**config.mk**
```make
export PLATFORM = sky130hd
export DESIGN_NAME = hex_grid_face_enumerator
export DESIGN_NICKNAME = d
export VERILOG_FILES = /design/src/rtl/hgfe_pkg.sv /design/src/rtl/hgfe_walker.sv /design/src/rtl/hgfe_addr.sv /design/src/rtl/hgfe_face.sv /design/src/rtl/hex_grid_face_enumerator.sv
export SDC_FILE = /design/constraint.sdc
export NUM_CORES = 1
export LEC_CHECK = 0
export ABC_CLOCK_PERIOD_IN_PS = 6220
export BUFFER_PORTS_ARGS = -buffer_cell sky130_fd_sc_hd__buf_2
export CAP_MARGIN = 20
export CORE_ASPECT_RATIO = 1.1
export CORE_MARGIN = 2
export CORE_UTILIZATION = 58
export DETAILED_ROUTE_END_ITERATION = 8
export PLACE_DENSITY_LB_ADDON = 0.3
export SETUP_SLACK_MARGIN = 0.02
export SLEW_MARGIN = 20
export SYNTH_ARGS = -nofsm -noshare
export SYNTH_HDL_FRONTEND = slang
export SYNTH_HIERARCHICAL = 1
export SYNTH_SLANG_ARGS = --single-unit
```
**constraint.sdc**
```tcl
create_clock -name clk -period 6.22 [get_ports clk]
set_input_delay 0.622 -clock clk [delete_from_list [all_inputs] [get_ports clk]]
set_output_delay 0.622 -clock clk [all_outputs]
set_load 0.005 [all_outputs]
```
**src/rtl/hgfe_pkg.sv**
```systemverilog
package hgfe_pkg;

  typedef enum logic [8:0] {
    SEC_INT_X = 9'b000000001,
    SEC_INT_Y = 9'b000000010,
    SEC_INT_Z = 9'b000000100,
    SEC_X_LO  = 9'b000001000,
    SEC_X_HI  = 9'b000010000,
    SEC_Y_LO  = 9'b000100000,
    SEC_Y_HI  = 9'b001000000,
    SEC_Z_LO  = 9'b010000000,
    SEC_Z_HI  = 9'b100000000
  } sec_t;

  localparam logic [2:0] PATCH_X_LO     = 3'd0;
  localparam logic [2:0] PATCH_X_HI     = 3'd1;
  localparam logic [2:0] PATCH_Y_LO     = 3'd2;
  localparam logic [2:0] PATCH_Y_HI     = 3'd3;
  localparam logic [2:0] PATCH_Z_LO     = 3'd4;
  localparam logic [2:0] PATCH_Z_HI     = 3'd5;
  localparam logic [2:0] PATCH_INTERNAL = 3'd6;

  typedef logic [6:0] cnt_t;

  typedef struct packed {
    logic [6:0]  n;
    logic [7:0]  yo;
    logic [14:0] zo;
    logic [13:0] n2;
  } geom_t;

  typedef struct packed {
    sec_t        sec;
    cnt_t        x;
    cnt_t        y;
    cnt_t        z;
    logic [19:0] face_idx;
    logic        last;
  } crd_t;

  typedef struct packed {
    sec_t        sec;
    logic [18:0] base;
    logic [17:0] cell_id;
    logic [19:0] face_idx;
    logic        last;
  } prd_t;

  function automatic logic is_internal(input sec_t s);
    return (s == SEC_INT_X) || (s == SEC_INT_Y) || (s == SEC_INT_Z);
  endfunction

  function automatic logic is_low(input sec_t s);
    return (s == SEC_X_LO) || (s == SEC_Y_LO) || (s == SEC_Z_LO);
  endfunction

  function automatic sec_t sec_next(input sec_t s);
    sec_t r;
    unique case (s)
      SEC_INT_X: r = SEC_INT_Y;
      SEC_INT_Y: r = SEC_INT_Z;
      SEC_INT_Z: r = SEC_X_LO;
      SEC_X_LO:  r = SEC_X_HI;
      SEC_X_HI:  r = SEC_Y_LO;
      SEC_Y_LO:  r = SEC_Y_HI;
      SEC_Y_HI:  r = SEC_Z_LO;
      SEC_Z_LO:  r = SEC_Z_HI;
      default:   r = SEC_INT_X;
    endcase
    return r;
  endfunction

  function automatic logic [2:0] sec_patch(input sec_t s);
    logic [2:0] r;
    unique case (s)
      SEC_X_LO: r = PATCH_X_LO;
      SEC_X_HI: r = PATCH_X_HI;
      SEC_Y_LO: r = PATCH_Y_LO;
      SEC_Y_HI: r = PATCH_Y_HI;
      SEC_Z_LO: r = PATCH_Z_LO;
      SEC_Z_HI: r = PATCH_Z_HI;
      default:  r = PATCH_INTERNAL;
    endcase
    return r;
  endfunction

endpackage

```
**src/rtl/hgfe_walker.sv**
```systemverilog
module hgfe_walker #(
  parameter int MAX_CELLS = 64
) (
  input  logic              clk,
  input  logic              rst_n,
  input  logic              cfg_we,
  input  logic [6:0]        cfg_wdata,
  input  logic              in_valid,
  output logic              in_ready,
  input  logic              in_restart,
  output logic              crd_vld,
  output hgfe_pkg::crd_t    crd,
  input  logic              crd_rdy,
  output hgfe_pkg::geom_t   geom
);

  logic [6:0]  n_r;
  logic [7:0]  yo_r;
  logic [14:0] zo_r;
  logic [13:0] n2_r;

  hgfe_pkg::sec_t sec_r, sec_c, sec_nxt;
  hgfe_pkg::cnt_t outer_r, outer_c, outer_nxt;
  hgfe_pkg::cnt_t middle_r, middle_c, middle_nxt;
  hgfe_pkg::cnt_t inner_r, inner_c, inner_nxt;
  logic [19:0]    fc_r, fc_c, fc_nxt;
  logic           fin_r, fin_c, fin_nxt;

  logic           crd_vld_r;
  hgfe_pkg::crd_t crd_r, crd_w;

  logic [6:0]  n_w;
  logic [7:0]  yo_w;
  logic [14:0] yo_ext;
  logic [14:0] zo_w;
  logic [13:0] n_ext;
  logic [13:0] n2_w;

  logic           acc, emit, step, internal;
  hgfe_pkg::cnt_t nv;

  always_comb begin
    if (cfg_wdata == 7'd0) begin
      n_w = 7'd1;
    end else if (32'(cfg_wdata) > 32'(MAX_CELLS)) begin
      n_w = 7'(MAX_CELLS);
    end else begin
      n_w = cfg_wdata;
    end
  end

  assign yo_w   = {1'b0, n_w} + 8'd1;
  assign yo_ext = 15'(yo_w);
  assign zo_w   = yo_ext * yo_ext;
  assign n_ext  = 14'(n_w);
  assign n2_w   = n_ext * n_ext;

  assign in_ready = !crd_vld_r || crd_rdy;
  assign acc      = in_valid && in_ready;

  always_comb begin
    sec_c    = sec_r;
    outer_c  = outer_r;
    middle_c = middle_r;
    inner_c  = inner_r;
    fc_c     = fc_r;
    fin_c    = fin_r;
    if (in_restart) begin
      sec_c    = hgfe_pkg::SEC_INT_X;
      outer_c  = '0;
      middle_c = '0;
      inner_c  = '0;
      fc_c     = '0;
      fin_c    = 1'b0;
    end
    if (!fin_c && hgfe_pkg::is_internal(sec_c) && (n_r < 7'd2)) begin
      sec_c    = hgfe_pkg::SEC_X_LO;
      outer_c  = '0;
      middle_c = '0;
      inner_c  = '0;
    end
  end

  assign emit     = !fin_c;
  assign internal = hgfe_pkg::is_internal(sec_c);

  always_comb begin
    if (internal) begin
      nv = outer_c + 7'd1;
    end else if (hgfe_pkg::is_low(sec_c)) begin
      nv = '0;
    end else begin
      nv = n_r;
    end
  end

  always_comb begin
    crd_w.sec      = sec_c;
    crd_w.face_idx = fc_c;
    crd_w.last     = (sec_c == hgfe_pkg::SEC_Z_HI) &&
                     ({1'b0, middle_c} + 8'd1 == {1'b0, n_r}) &&
                     ({1'b0, inner_c} + 8'd1 == {1'b0, n_r});
    case (sec_c) inside
      hgfe_pkg::SEC_INT_X, hgfe_pkg::SEC_X_LO, hgfe_pkg::SEC_X_HI: begin
        crd_w.x = nv;
        crd_w.y = inner_c;
        crd_w.z = middle_c;
      end
      hgfe_pkg::SEC_INT_Y, hgfe_pkg::SEC_Y_LO, hgfe_pkg::SEC_Y_HI: begin
        crd_w.x = inner_c;
        crd_w.y = nv;
        crd_w.z = middle_c;
      end
      default: begin
        crd_w.x = inner_c;
        crd_w.y = middle_c;
        crd_w.z = nv;
      end
    endcase
  end

  always_comb begin
    sec_nxt    = sec_c;
    outer_nxt  = outer_c;
    middle_nxt = middle_c;
    inner_nxt  = inner_c;
    fc_nxt     = fc_c;
    fin_nxt    = fin_c;
    step       = 1'b0;
    if (emit) begin
      fc_nxt = fc_c + 20'd1;
      if ({1'b0, inner_c} + 8'd1 >= {1'b0, n_r}) begin
        inner_nxt = '0;
        if ({1'b0, middle_c} + 8'd1 >= {1'b0, n_r}) begin
          middle_nxt = '0;
          if (internal) begin
            if ({1'b0, outer_c} + 8'd2 >= {1'b0, n_r}) begin
              outer_nxt = '0;
              step      = 1'b1;
            end else begin
              outer_nxt = outer_c + 7'd1;
            end
          end else begin
            step = 1'b1;
          end
        end else begin
          middle_nxt = middle_c + 7'd1;
        end
      end else begin
        inner_nxt = inner_c + 7'd1;
      end
      if (step) begin
        if (sec_c == hgfe_pkg::SEC_Z_HI) begin
          fin_nxt   = 1'b1;
          sec_nxt   = hgfe_pkg::SEC_INT_X;
          outer_nxt = '0;
        end else begin
          sec_nxt = hgfe_pkg::sec_next(sec_c);
        end
      end
    end
  end

  always_ff @(posedge clk) begin
    if (!rst_n) begin
      n_r       <= 7'd1;
      yo_r      <= 8'd2;
      zo_r      <= 15'd4;
      n2_r      <= 14'd1;
      sec_r     <= hgfe_pkg::SEC_INT_X;
      outer_r   <= '0;
      middle_r  <= '0;
      inner_r   <= '0;
      fc_r      <= '0;
      fin_r     <= 1'b0;
      crd_vld_r <= 1'b0;
    end else begin
      if (cfg_we) begin
        n_r      <= n_w;
        yo_r     <= yo_w;
        zo_r     <= zo_w;
        n2_r     <= n2_w;
        sec_r    <= hgfe_pkg::SEC_INT_X;
        outer_r  <= '0;
        middle_r <= '0;
        inner_r  <= '0;
        fc_r     <= '0;
        fin_r    <= 1'b0;
      end else if (acc) begin
        sec_r    <= sec_nxt;
        outer_r  <= outer_nxt;
        middle_r <= middle_nxt;
        inner_r  <= inner_nxt;
        fc_r     <= fc_nxt;
        fin_r    <= fin_nxt;
      end
      if (in_ready) begin
        crd_vld_r <= acc && emit;
      end
    end
  end

  always_ff @(posedge clk) begin
    if (acc && emit) begin
      crd_r <= crd_w;
    end
  end

  assign crd_vld = crd_vld_r;
  assign crd     = crd_r;
  assign geom    = '{n: n_r, yo: yo_r, zo: zo_r, n2: n2_r};

  a_cfg_clears: assert property (@(posedge clk) disable iff (!rst_n)
    cfg_we |=> (sec_r == hgfe_pkg::SEC_INT_X && fc_r == 20'd0 && !fin_r))
    else $error("position not cleared after n_cells write");

  a_cnt_range: assert property (@(posedge clk) disable iff (!rst_n)
    !fin_r |-> (inner_r < n_r && middle_r < n_r))
    else $error("face counters out of range");

endmodule

```
**src/rtl/hgfe_addr.sv**
```systemverilog
module hgfe_addr (
  input  logic            clk,
  input  logic            rst_n,
  input  logic            crd_vld,
  output logic            crd_rdy,
  input  hgfe_pkg::crd_t  crd,
  input  hgfe_pkg::geom_t geom,
  output logic            prd_vld,
  input  logic            prd_rdy,
  output hgfe_pkg::prd_t  prd
);

  logic           prd_vld_r;
  hgfe_pkg::prd_t prd_r, prd_w;
  logic [21:0]    yy, zz, yc, zc;

  assign crd_rdy = !prd_vld_r || prd_rdy;

  assign yy = 22'(crd.y) * 22'(geom.yo);
  assign zz = 22'(crd.z) * 22'(geom.zo);
  assign yc = 22'(crd.y) * 22'(geom.n);
  assign zc = 22'(crd.z) * 22'(geom.n2);

  always_comb begin
    prd_w.sec      = crd.sec;
    prd_w.base     = 19'(22'(crd.x) + yy + zz);
    prd_w.cell_id  = 18'(22'(crd.x) + yc + zc);
    prd_w.face_idx = crd.face_idx;
    prd_w.last     = crd.last;
  end

  always_ff @(posedge clk) begin
    if (!rst_n) begin
      prd_vld_r <= 1'b0;
    end else if (crd_rdy) begin
      prd_vld_r <= crd_vld;
    end
  end

  always_ff @(posedge clk) begin
    if (crd_vld && crd_rdy) begin
      prd_r <= prd_w;
    end
  end

  assign prd_vld = prd_vld_r;
  assign prd     = prd_r;

endmodule

```
**src/rtl/hgfe_face.sv**
```systemverilog
module hgfe_face (
  input  logic            clk,
  input  logic            rst_n,
  input  logic            prd_vld,
  output logic            prd_rdy,
  input  hgfe_pkg::prd_t  prd,
  input  hgfe_pkg::geom_t geom,
  output logic            out_valid,
  input  logic            out_ready,
  output logic [19:0]     out_face_index,
  output logic [18:0]     out_vertex_a,
  output logic [18:0]     out_vertex_b,
  output logic [18:0]     out_vertex_c,
  output logic [18:0]     out_vertex_d,
  output logic [17:0]     out_owner_cell,
  output logic [17:0]     out_neighbor_cell,
  output logic            out_has_neighbor,
  output logic [2:0]      out_patch,
  output logic            out_last
);

  logic        vld_r;
  logic [19:0] idx_r;
  logic [18:0] va_r, vb_r, vc_r, vd_r;
  logic [17:0] own_r, nb_r;
  logic        hasnb_r;
  logic [2:0]  patch_r;
  logic        last_r;

  logic [18:0] p, q, tb, td;
  logic [17:0] stride;
  logic        low, internal;

  assign prd_rdy  = !vld_r || out_ready;
  assign low      = hgfe_pkg::is_low(prd.sec);
  assign internal = hgfe_pkg::is_internal(prd.sec);

  always_comb begin
    case (prd.sec) inside
      hgfe_pkg::SEC_INT_X, hgfe_pkg::SEC_X_LO, hgfe_pkg::SEC_X_HI: begin
        p      = 19'(geom.yo);
        q      = 19'(geom.zo);
        stride = 18'd1;
      end
      hgfe_pkg::SEC_INT_Y, hgfe_pkg::SEC_Y_LO, hgfe_pkg::SEC_Y_HI: begin
        p      = 19'(geom.zo);
        q      = 19'd1;
        stride = 18'(geom.n);
      end
      default: begin
        p      = 19'd1;
        q      = 19'(geom.yo);
        stride = 18'(geom.n2);
      end
    endcase
    tb = low ? q : p;
    td = low ? p : q;
  end

  always_ff @(posedge clk) begin
    if (!rst_n) begin
      vld_r <= 1'b0;
    end else if (prd_rdy) begin
      vld_r <= prd_vld;
    end
  end

  always_ff @(posedge clk) begin
    if (prd_vld && prd_rdy) begin
      idx_r   <= prd.face_idx;
      va_r    <= prd.base;
      vb_r    <= prd.base + tb;
      vc_r    <= prd.base + p + q;
      vd_r    <= prd.base + td;
      own_r   <= low ? prd.cell_id : prd.cell_id - stride;
      nb_r    <= internal ? prd.cell_id : 18'd0;
      hasnb_r <= internal;
      patch_r <= hgfe_pkg::sec_patch(prd.sec);
      last_r  <= prd.last;
    end
  end

  assign out_valid         = vld_r;
  assign out_face_index    = idx_r;
  assign out_vertex_a      = va_r;
  assign out_vertex_b      = vb_r;
  assign out_vertex_c      = vc_r;
  assign out_vertex_d      = vd_r;
  assign out_owner_cell    = own_r;
  assign out_neighbor_cell = nb_r;
  assign out_has_neighbor  = hasnb_r;
  assign out_patch         = patch_r;
  assign out_last          = last_r;

  a_bnd_no_nb: assert property (@(posedge clk) disable iff (!rst_n)
    (vld_r && !hasnb_r) |-> (nb_r == 18'd0))
    else $error("boundary face carries a neighbor cell");

  a_patch_kind: assert property (@(posedge clk) disable iff (!rst_n)
    vld_r |-> (hasnb_r == (patch_r == hgfe_pkg::PATCH_INTERNAL)))
    else $error("patch does not match face kind");

endmodule

```
**src/rtl/hex_grid_face_enumerator.sv**
```systemverilog
// Path: a face reaches out_* from the beat that causes it through the coordinate register,
// the index product register and the result register; walk and products are combinational.
// Throughput: one face per cycle unless out_ready stalls.
// A beat after the final face, without restart, gives no face.
// Reset (rst_n low, synchronous): n_cells = 1, walk at face zero, pipeline empty.
module hex_grid_face_enumerator #(
  parameter int MAX_CELLS = 64
) (
  input  logic        clk,
  input  logic        rst_n,
  input  logic        cfg_we,
  input  logic [6:0]  cfg_wdata,
  input  logic        in_valid,
  output logic        in_ready,
  input  logic        in_restart,
  output logic        out_valid,
  input  logic        out_ready,
  output logic [19:0] out_face_index,
  output logic [18:0] out_vertex_a,
  output logic [18:0] out_vertex_b,
  output logic [18:0] out_vertex_c,
  output logic [18:0] out_vertex_d,
  output logic [17:0] out_owner_cell,
  output logic [17:0] out_neighbor_cell,
  output logic        out_has_neighbor,
  output logic [2:0]  out_patch,
  output logic        out_last
);

  logic            crd_vld, crd_rdy;
  hgfe_pkg::crd_t  crd;
  logic            prd_vld, prd_rdy;
  hgfe_pkg::prd_t  prd;
  hgfe_pkg::geom_t geom;

  hgfe_walker #(
    .MAX_CELLS(MAX_CELLS)
  ) u_walker (
    .clk       (clk),
    .rst_n     (rst_n),
    .cfg_we    (cfg_we),
    .cfg_wdata (cfg_wdata),
    .in_valid  (in_valid),
    .in_ready  (in_ready),
    .in_restart(in_restart),
    .crd_vld   (crd_vld),
    .crd       (crd),
    .crd_rdy   (crd_rdy),
    .geom      (geom)
  );

  hgfe_addr u_addr (
    .clk    (clk),
    .rst_n  (rst_n),
    .crd_vld(crd_vld),
    .crd_rdy(crd_rdy),
    .crd    (crd),
    .geom   (geom),
    .prd_vld(prd_vld),
    .prd_rdy(prd_rdy),
    .prd    (prd)
  );

  hgfe_face u_face (
    .clk              (clk),
    .rst_n            (rst_n),
    .prd_vld          (prd_vld),
    .prd_rdy          (prd_rdy),
    .prd              (prd),
    .geom             (geom),
    .out_valid        (out_valid),
    .out_ready        (out_ready),
    .out_face_index   (out_face_index),
    .out_vertex_a     (out_vertex_a),
    .out_vertex_b     (out_vertex_b),
    .out_vertex_c     (out_vertex_c),
    .out_vertex_d     (out_vertex_d),
    .out_owner_cell   (out_owner_cell),
    .out_neighbor_cell(out_neighbor_cell),
    .out_has_neighbor (out_has_neighbor),
    .out_patch        (out_patch),
    .out_last         (out_last)
  );

endmodule
```
==> impl_metrics.ini, run 1 <==
[run_status]
status = finished, final reports clean

[pwr]
ir_drop_mv = 0.248
power.density_cell_area_nw_per_um2 = 287
power_leakage_nw = 16.1

[worst_setup_path]
worstSetupEndpointType = register
critical_path_buf_inv_count = 6
start_kind = register
crit_fanout = 5
crit_type = reg -> reg
slowest_delay_ps = 550
worst_path_most_repeated_cell = fa_1
cp_slowest_cell = fa_1
startpoint = u_walker/crd[24]$_DFFE_PP_
path_delay_family = adder cells
crit_chain = buf_6 -> buf_4 -> and2_1 -> fa_1 -> inv_1 -> fa_1 -> inv_1 -> fa_1 -> fa_1 -> fa_1 -> inv_1 -> fa_1 -> inv_1 -> ha_1 -> or3_2 -> o211ai_1 -> a31oi_1 -> o21a_1 -> nor2_2 -> xnor2_1
crit-reg2reg-launch = u_walker/crd[24]$_DFFE_PP_
crit_required_ps = 6540
cp.arrival_ps = 6410
r2r_slack_ps = 130

[synth]
ys_ff_latch = 349
netlist_area_um2 = 31600
yosysMostFrequentCell = inv_1
yosys-top-cells-area = edfxtp_1 24%, fa_1 18%, ha_1 11%
yosys_warnings = 6
ys_seq_area_share_pct = 30.2
synth_top_area_cell = edfxtp_1
synthCells = 3213
post_synth.cell_area_avg_um2 = 9.84
ys_types = 105
synth_top_area_share_pct = 24.2
async_flop_share_pct = 0
synth_edf_count = 255
synthTopCellsByCount = 498 x inv_1, 297 x and2_1, 289 x fa_1, 289 x ha_1, 255 x edfxtp_1
ys.flop_type = edfxtp_1

[cells_and_area]
final_layout_size_suffix_gt1_share_pct = 10.8
multi_input_area_um2 = 20000
insertedDiodeCount = 0
design_area_um2 = 35000
syn2layout_area_growth_pct = 10.8
seq_area_um2 = 9540
finalCoreUtilization_pct = 65.1
nNetsFinal = 3999
fill_cells = 4257

[grt]
overflow = 0
grt_usage_pct = 26.9
grt_pass1_wl_um = 122000
grt_max_degree = 127
grt_pass1_vias = 24000
antenna_found_initial = 0

[sta]
setup_viol = 0
maxSlewViolCount = 0
max_slew.worst_pin.slew_ps = 1150
finalHoldViolCount = 0
fin_crit_sh_pct = 97.9
slew_headroom_pct = 23.1
min_period_ps = 6090
fin_skew_ps = 43.3
clock.fmax_ghz = 0.164

[flow_run]
cap_violations = 0

[route]
drtAntennaViolNets = 0
drt_iter0_drc = 1518
post-route-drc-count = 0
dr_total_vias = 23400
vias_per_cell = 5.62
wl_um = 74400
first_pass_iters = 6
wire_per_inst_um = 17.9

[floorplan]
fp.dieW_um = 227
start_util_pct = 58.8
die-height_um = 249
die-area_um2 = 56400
io_pins = 152
core_um2 = 53800
rows = 89

[clock_tree]
cts_tree = yes
htreeDepth = 2
clk_pin_slew_ps = 60
root_buffer = clkbuf_16
cts_buffers = 38
insertion_delay_ps = 600
clockBufferDepth = 3
cts_sinks = 349

[worst_hold_path]
hold_path.startpoint = out_ready
hold_path_class = in -> reg

[place]
placed_area_um2 = 33500
port_buffers = 151
place_congestion = 0.943
hpwlAfterDp_um = 58600
-- tightest hold or removal path: stages --
cell      delay, ps
buf_2            70
nand2b_1        120
a21boi_0        100
-- logic make-up after synthesis --
family | share of synthesized area, %
adder cells (fa/ha/maj) | 29.7
XOR/XNOR | 4.68
other | 0.0238
AND/OR/NAND/NOR | 16.8
flip-flops | 30.2
AO/OA/AOI/OAI | 10.1
buffers and inverters | 7.39
multiplexers | 1.04
-- area by class of cell --
class                           instances  share of cell area (%)
Multi-Input combinational cell       2281                    57.0
Sequential cell                       349                    27.2
Inverter                              500                    5.36
Timing Repair Buffer                  238                    4.18
Clock buffer                           43                    2.80
Tap cell                              728                    2.60
Clock inverter                         27                   0.857
-- final timing paths --
path                            cells past startpoint                             to
worst max-delay path                               20       u_addr/prd[37]$_DFFE_PP_
worst min-delay path                                3  u_face/out_valid$_SDFFE_PN0N_
worst max register to register                     20       u_addr/prd[37]$_DFFE_PP_
worst min register to register                      0       u_addr/prd[58]$_DFFE_PP_
-- layer usage --
metal | part of all wire [%] | track usage, % | up-vias | wire [µm]
met5 | 0 | 0 | - | 0
met4 | 3.4 | 8.95 | 0 | 2510
li1 | - | - | 11000 | -
met2 | 48 | 45.2 | 729 | 35700
met1 | 43 | 35.6 | 11500 | 32200
met3 | 5.3 | 3.92 | 175 | 3980
-- stage by stage --
stage                     hold WS [ps]  setup TNS [ps]  power, mW  instances  setup slack [ps]
after floorplan                    400               0       6.44       3235               167
after global placement             403               0       7.37       4088               157
after detailed placement           405               0       7.56       4088              3.43
after CTS                          347               0       9.91       4160              47.1
after global routing               416           -19.5       10.8       4166             -19.5
final                              366               0       10.1       4166               130
-- what timing repair did --
action | in CTS | in global routing
setup buffers | 2 | 6
endpoints found under the hold margin | 0 | 0
hold buffers | 0 | 0
resized for setup | 0 | 30
setup endpoints to repair | 3 | 8
pin swaps | 0 | 32
-- cell usage in the layout (no fill, tap or decap), types with 25 or more instances in the layout --
master | Yosys | routed
xor2_1 | 48 | 48
a21oi_1 | 121 | 120
and2_1 | 297 | 294
a21o_1 | 40 | 40
mux2i_1 | 25 | 25
nand2_1 | 248 | 248
nor2_1 | 170 | 168
nor2b_1 | 72 | 71
edfxtp_1 | 255 | 255
inv_1 | 498 | 495
nor3_1 | 44 | 44
ha_1 | 289 | 282
buf_4 | 6 | 79
a22oi_1 | 35 | 35
clkbuf_16 | 0 | 38
dfxtp_1 | 94 | 94
nand2b_1 | 28 | 28
fa_1 | 289 | 289
o21ai_0 | 65 | 62
buf_2 | 7 | 151
nand3_1 | 54 | 54
xnor2_1 | 121 | 121
-- registers in the layout (all words and copies together) (netlist names), 3 cells and up --
register and cells:
u_face/out_neighbor_cell 18, u_walker/fc_r 20, u_walker/n2_r 12, u_face/out_owner_cell 18
u_walker/outer_r 7, u_walker/n_r 7, u_face/out_vertex_b 19, u_face/out_face_index 20
u_walker/middle_r 7, u_face/out_vertex_c 19, u_walker/crd 51, u_addr/prd 67
u_walker/sec_r 9, u_walker/zo_r 13, u_face/out_vertex_d 19, u_walker/yo_r 8
u_face/out_patch 3, u_walker/inner_r 7, u_face/out_vertex_a 19
-- report_power, final --
part           leakage [nW]  internal (mW)  switching (mW)
clock network         0.611           1.29            1.01
logic                  12.3           1.98            2.59
registers              3.19           2.91           0.293
No activity file was read; power rests on OpenSTA's default activity.
==> inputs of run 2 (changes only) <==
Settings changed: REMOVE_ABC_BUFFERS set to 1.
==> impl_metrics.ini, run 2 (synthesis gave the netlist of run 1 again) <==
[run_status]
status = finished, final reports clean

[pwr]
design_power_total_mw = 10.3
power.density_cell_area_nw_per_um2 = 292
power_leakage_nw = 16.3
ir_drop_mv = 0.277

[sta]
min_period_ps = 6070
max_slew.worst_pin.slew_ps = 1060
fin_crit_sh_pct = 97.5
fin_skew_ps = 29.5
maxSlewViolCount = 0
slew_headroom_pct = 29.4
clock.fmax_ghz = 0.165
finalHoldViolCount = 0
setup_tns_ps = 0
setup_viol = 0
rsz0062_at_grt = true

[clock_tree]
htreeDepth = 2
cts_buffers = 40
cts_tree = yes
clk_pin_slew_ps = 60
insertion_delay_ps = 590
cts_sinks = 349
root_buffer = clkbuf_16
clockBufferDepth = 3

[worst_setup_path]
cp.arrival_ps = 6390
cp_slowest_cell = fa_1
worstSetupEndpointType = register
start_kind = register
crit_chain = buf_6 -> buf_6 -> and2_1 -> fa_1 -> inv_1 -> fa_1 -> inv_1 -> fa_1 -> fa_1 -> fa_1 -> inv_1 -> fa_1 -> inv_1 -> ha_1 -> o21a_1 -> nor2_1 -> a21oi_2 -> nor4_2 -> nor2_1 -> a41o_1 -> o41ai_2 -> xnor2_1
slowest_delay_ps = 540
crit_type = reg -> reg
worst_path_most_repeated_cell = fa_1
crit_required_ps = 6550
path_delay_family = adder cells
critical_path_buf_inv_count = 6
crit_fanout = 6

[cells_and_area]
final_layout_size_suffix_gt1_share_pct = 11.7
syn2layout_area_growth_pct = 11.8
seq_area_um2 = 9540
fin_cells = 4191
final_cell_mix = 494 x inv_1, 293 x and2_1, 288 x fa_1
final_common_cell = inv_1
largest_register_ffs = 67
design_area_um2 = 35300
nNetsFinal = 4024
fill_cells = 4233
multi_input_area_um2 = 20000

[place]
hpwlAfterDp_um = 59500
place_congestion = 0.936
placed_area_um2 = 33600
dp_cells = 4098
port_buffers = 151

[route]
wl_um = 76600
post-route-drc-count = 0
vias_per_cell = 5.64
drt_iter0_drc = 1766
drtAntennaViolNets = 0
wire_per_inst_um = 18.3
dr_total_vias = 23600
first_pass_iters = 6

[floorplan]
die-height_um = 249
rows = 89
die-area_um2 = 56400
start_util_pct = 58.8
core_um2 = 53800
fp.dieW_um = 227
io_pins = 152

[worst_hold_path]
hold_path_class = in -> reg

[grt]
grt_usage_pct = 27.3
grt_pass1_vias = 24200
grt_pass1_wl_um = 123000
grt_max_degree = 95
antenna_found_initial = 1
overflow = 0

[flow_run]
cap_violations = 0
==> run 2: cell types whose count changed in the layout (fill, tap and decap cells not counted), sizes merged <==
cell      delta
buf         +23
clkbuf       +3
clkinvlp     -1
clkinv       -5
bufinv       +4
diode        +1
==> run 2: worst reg2reg max path: stages, from the launching register on <==
cell	delay [ps]
edfxtp_1	520
buf_6	180
buf_6	110
and2_1	140
fa_1	470
inv_1	50
fa_1	520
inv_1	50
fa_1	530
fa_1	450
fa_1	540
inv_1	50
fa_1	520
inv_1	40
ha_1	330
o21a_1	130
nor2_1	130
a21oi_2	70
nor4_2	240
nor2_1	100
a41o_1	220
o41ai_2	320
xnor2_1	120
==> run 2: metrics by stage <==
| step | worst slack (ps) | hold slack (ps) | utilization (%) |
|---|---|---|---|
| floorplan | 186 | 400 | - |
| global placement | 124 | 403 | 62.5 |
| detailed placement | 38.1 | 406 | 62.5 |
| CTS | 28.6 | 304 | 65.1 |
| global route | -71.7 | 343 | 65.7 |
| finish | 154 | 331 | 65.7 |
==> run 2: area by class of cell <==
type	instances	area share, %
Antenna cell	1	0.00708
Clock buffer	46	3.01
Clock inverter	25	0.942
Inverter	500	5.31
Multi-Input combinational cell	2281	56.6
Sequential cell	349	27.0
Tap cell	728	2.58
Timing Repair Buffer	261	4.57
==> run 2: worst paths after layout <==
kind                            cells past startpoint  slack [ps]                             to                        from
worst max-delay path                               22         150       u_addr/prd[56]$_DFFE_PP_  u_walker/crd[23]$_DFFE_PP_
worst min-delay path                                3         330  u_walker/crd_vld$_SDFFE_PN0N_                    in_valid
worst max register to register                     22         150       u_addr/prd[56]$_DFFE_PP_  u_walker/crd[23]$_DFFE_PP_
worst min register to register                      0         420       u_addr/prd[59]$_DFFE_PP_  u_walker/crd[43]$_DFFE_PP_
==> run 2: repair_timing <==
action,CTS,global route
gates resized for setup,0,38
hold buffers,0,0
endpoints found under the setup margin,0,9
buffers inserted,0,21
==> run 2: report_power, final <==
group | internal (mW) | switching [mW]
combinational | 2.00 | 2.59
clock | 1.53 | 0.997
sequential | 2.91 | 0.294
total | 6.44 | 3.88
==> run 2: layer usage <==
layer	routed length [µm]	up-vias	global-route usage (%)
met1	32100	11600	35.2
met2	38000	782	47.6
li1	-	11100	-
met3	4220	164	3.54
met4	2250	0	9.02
met5	0	-	0
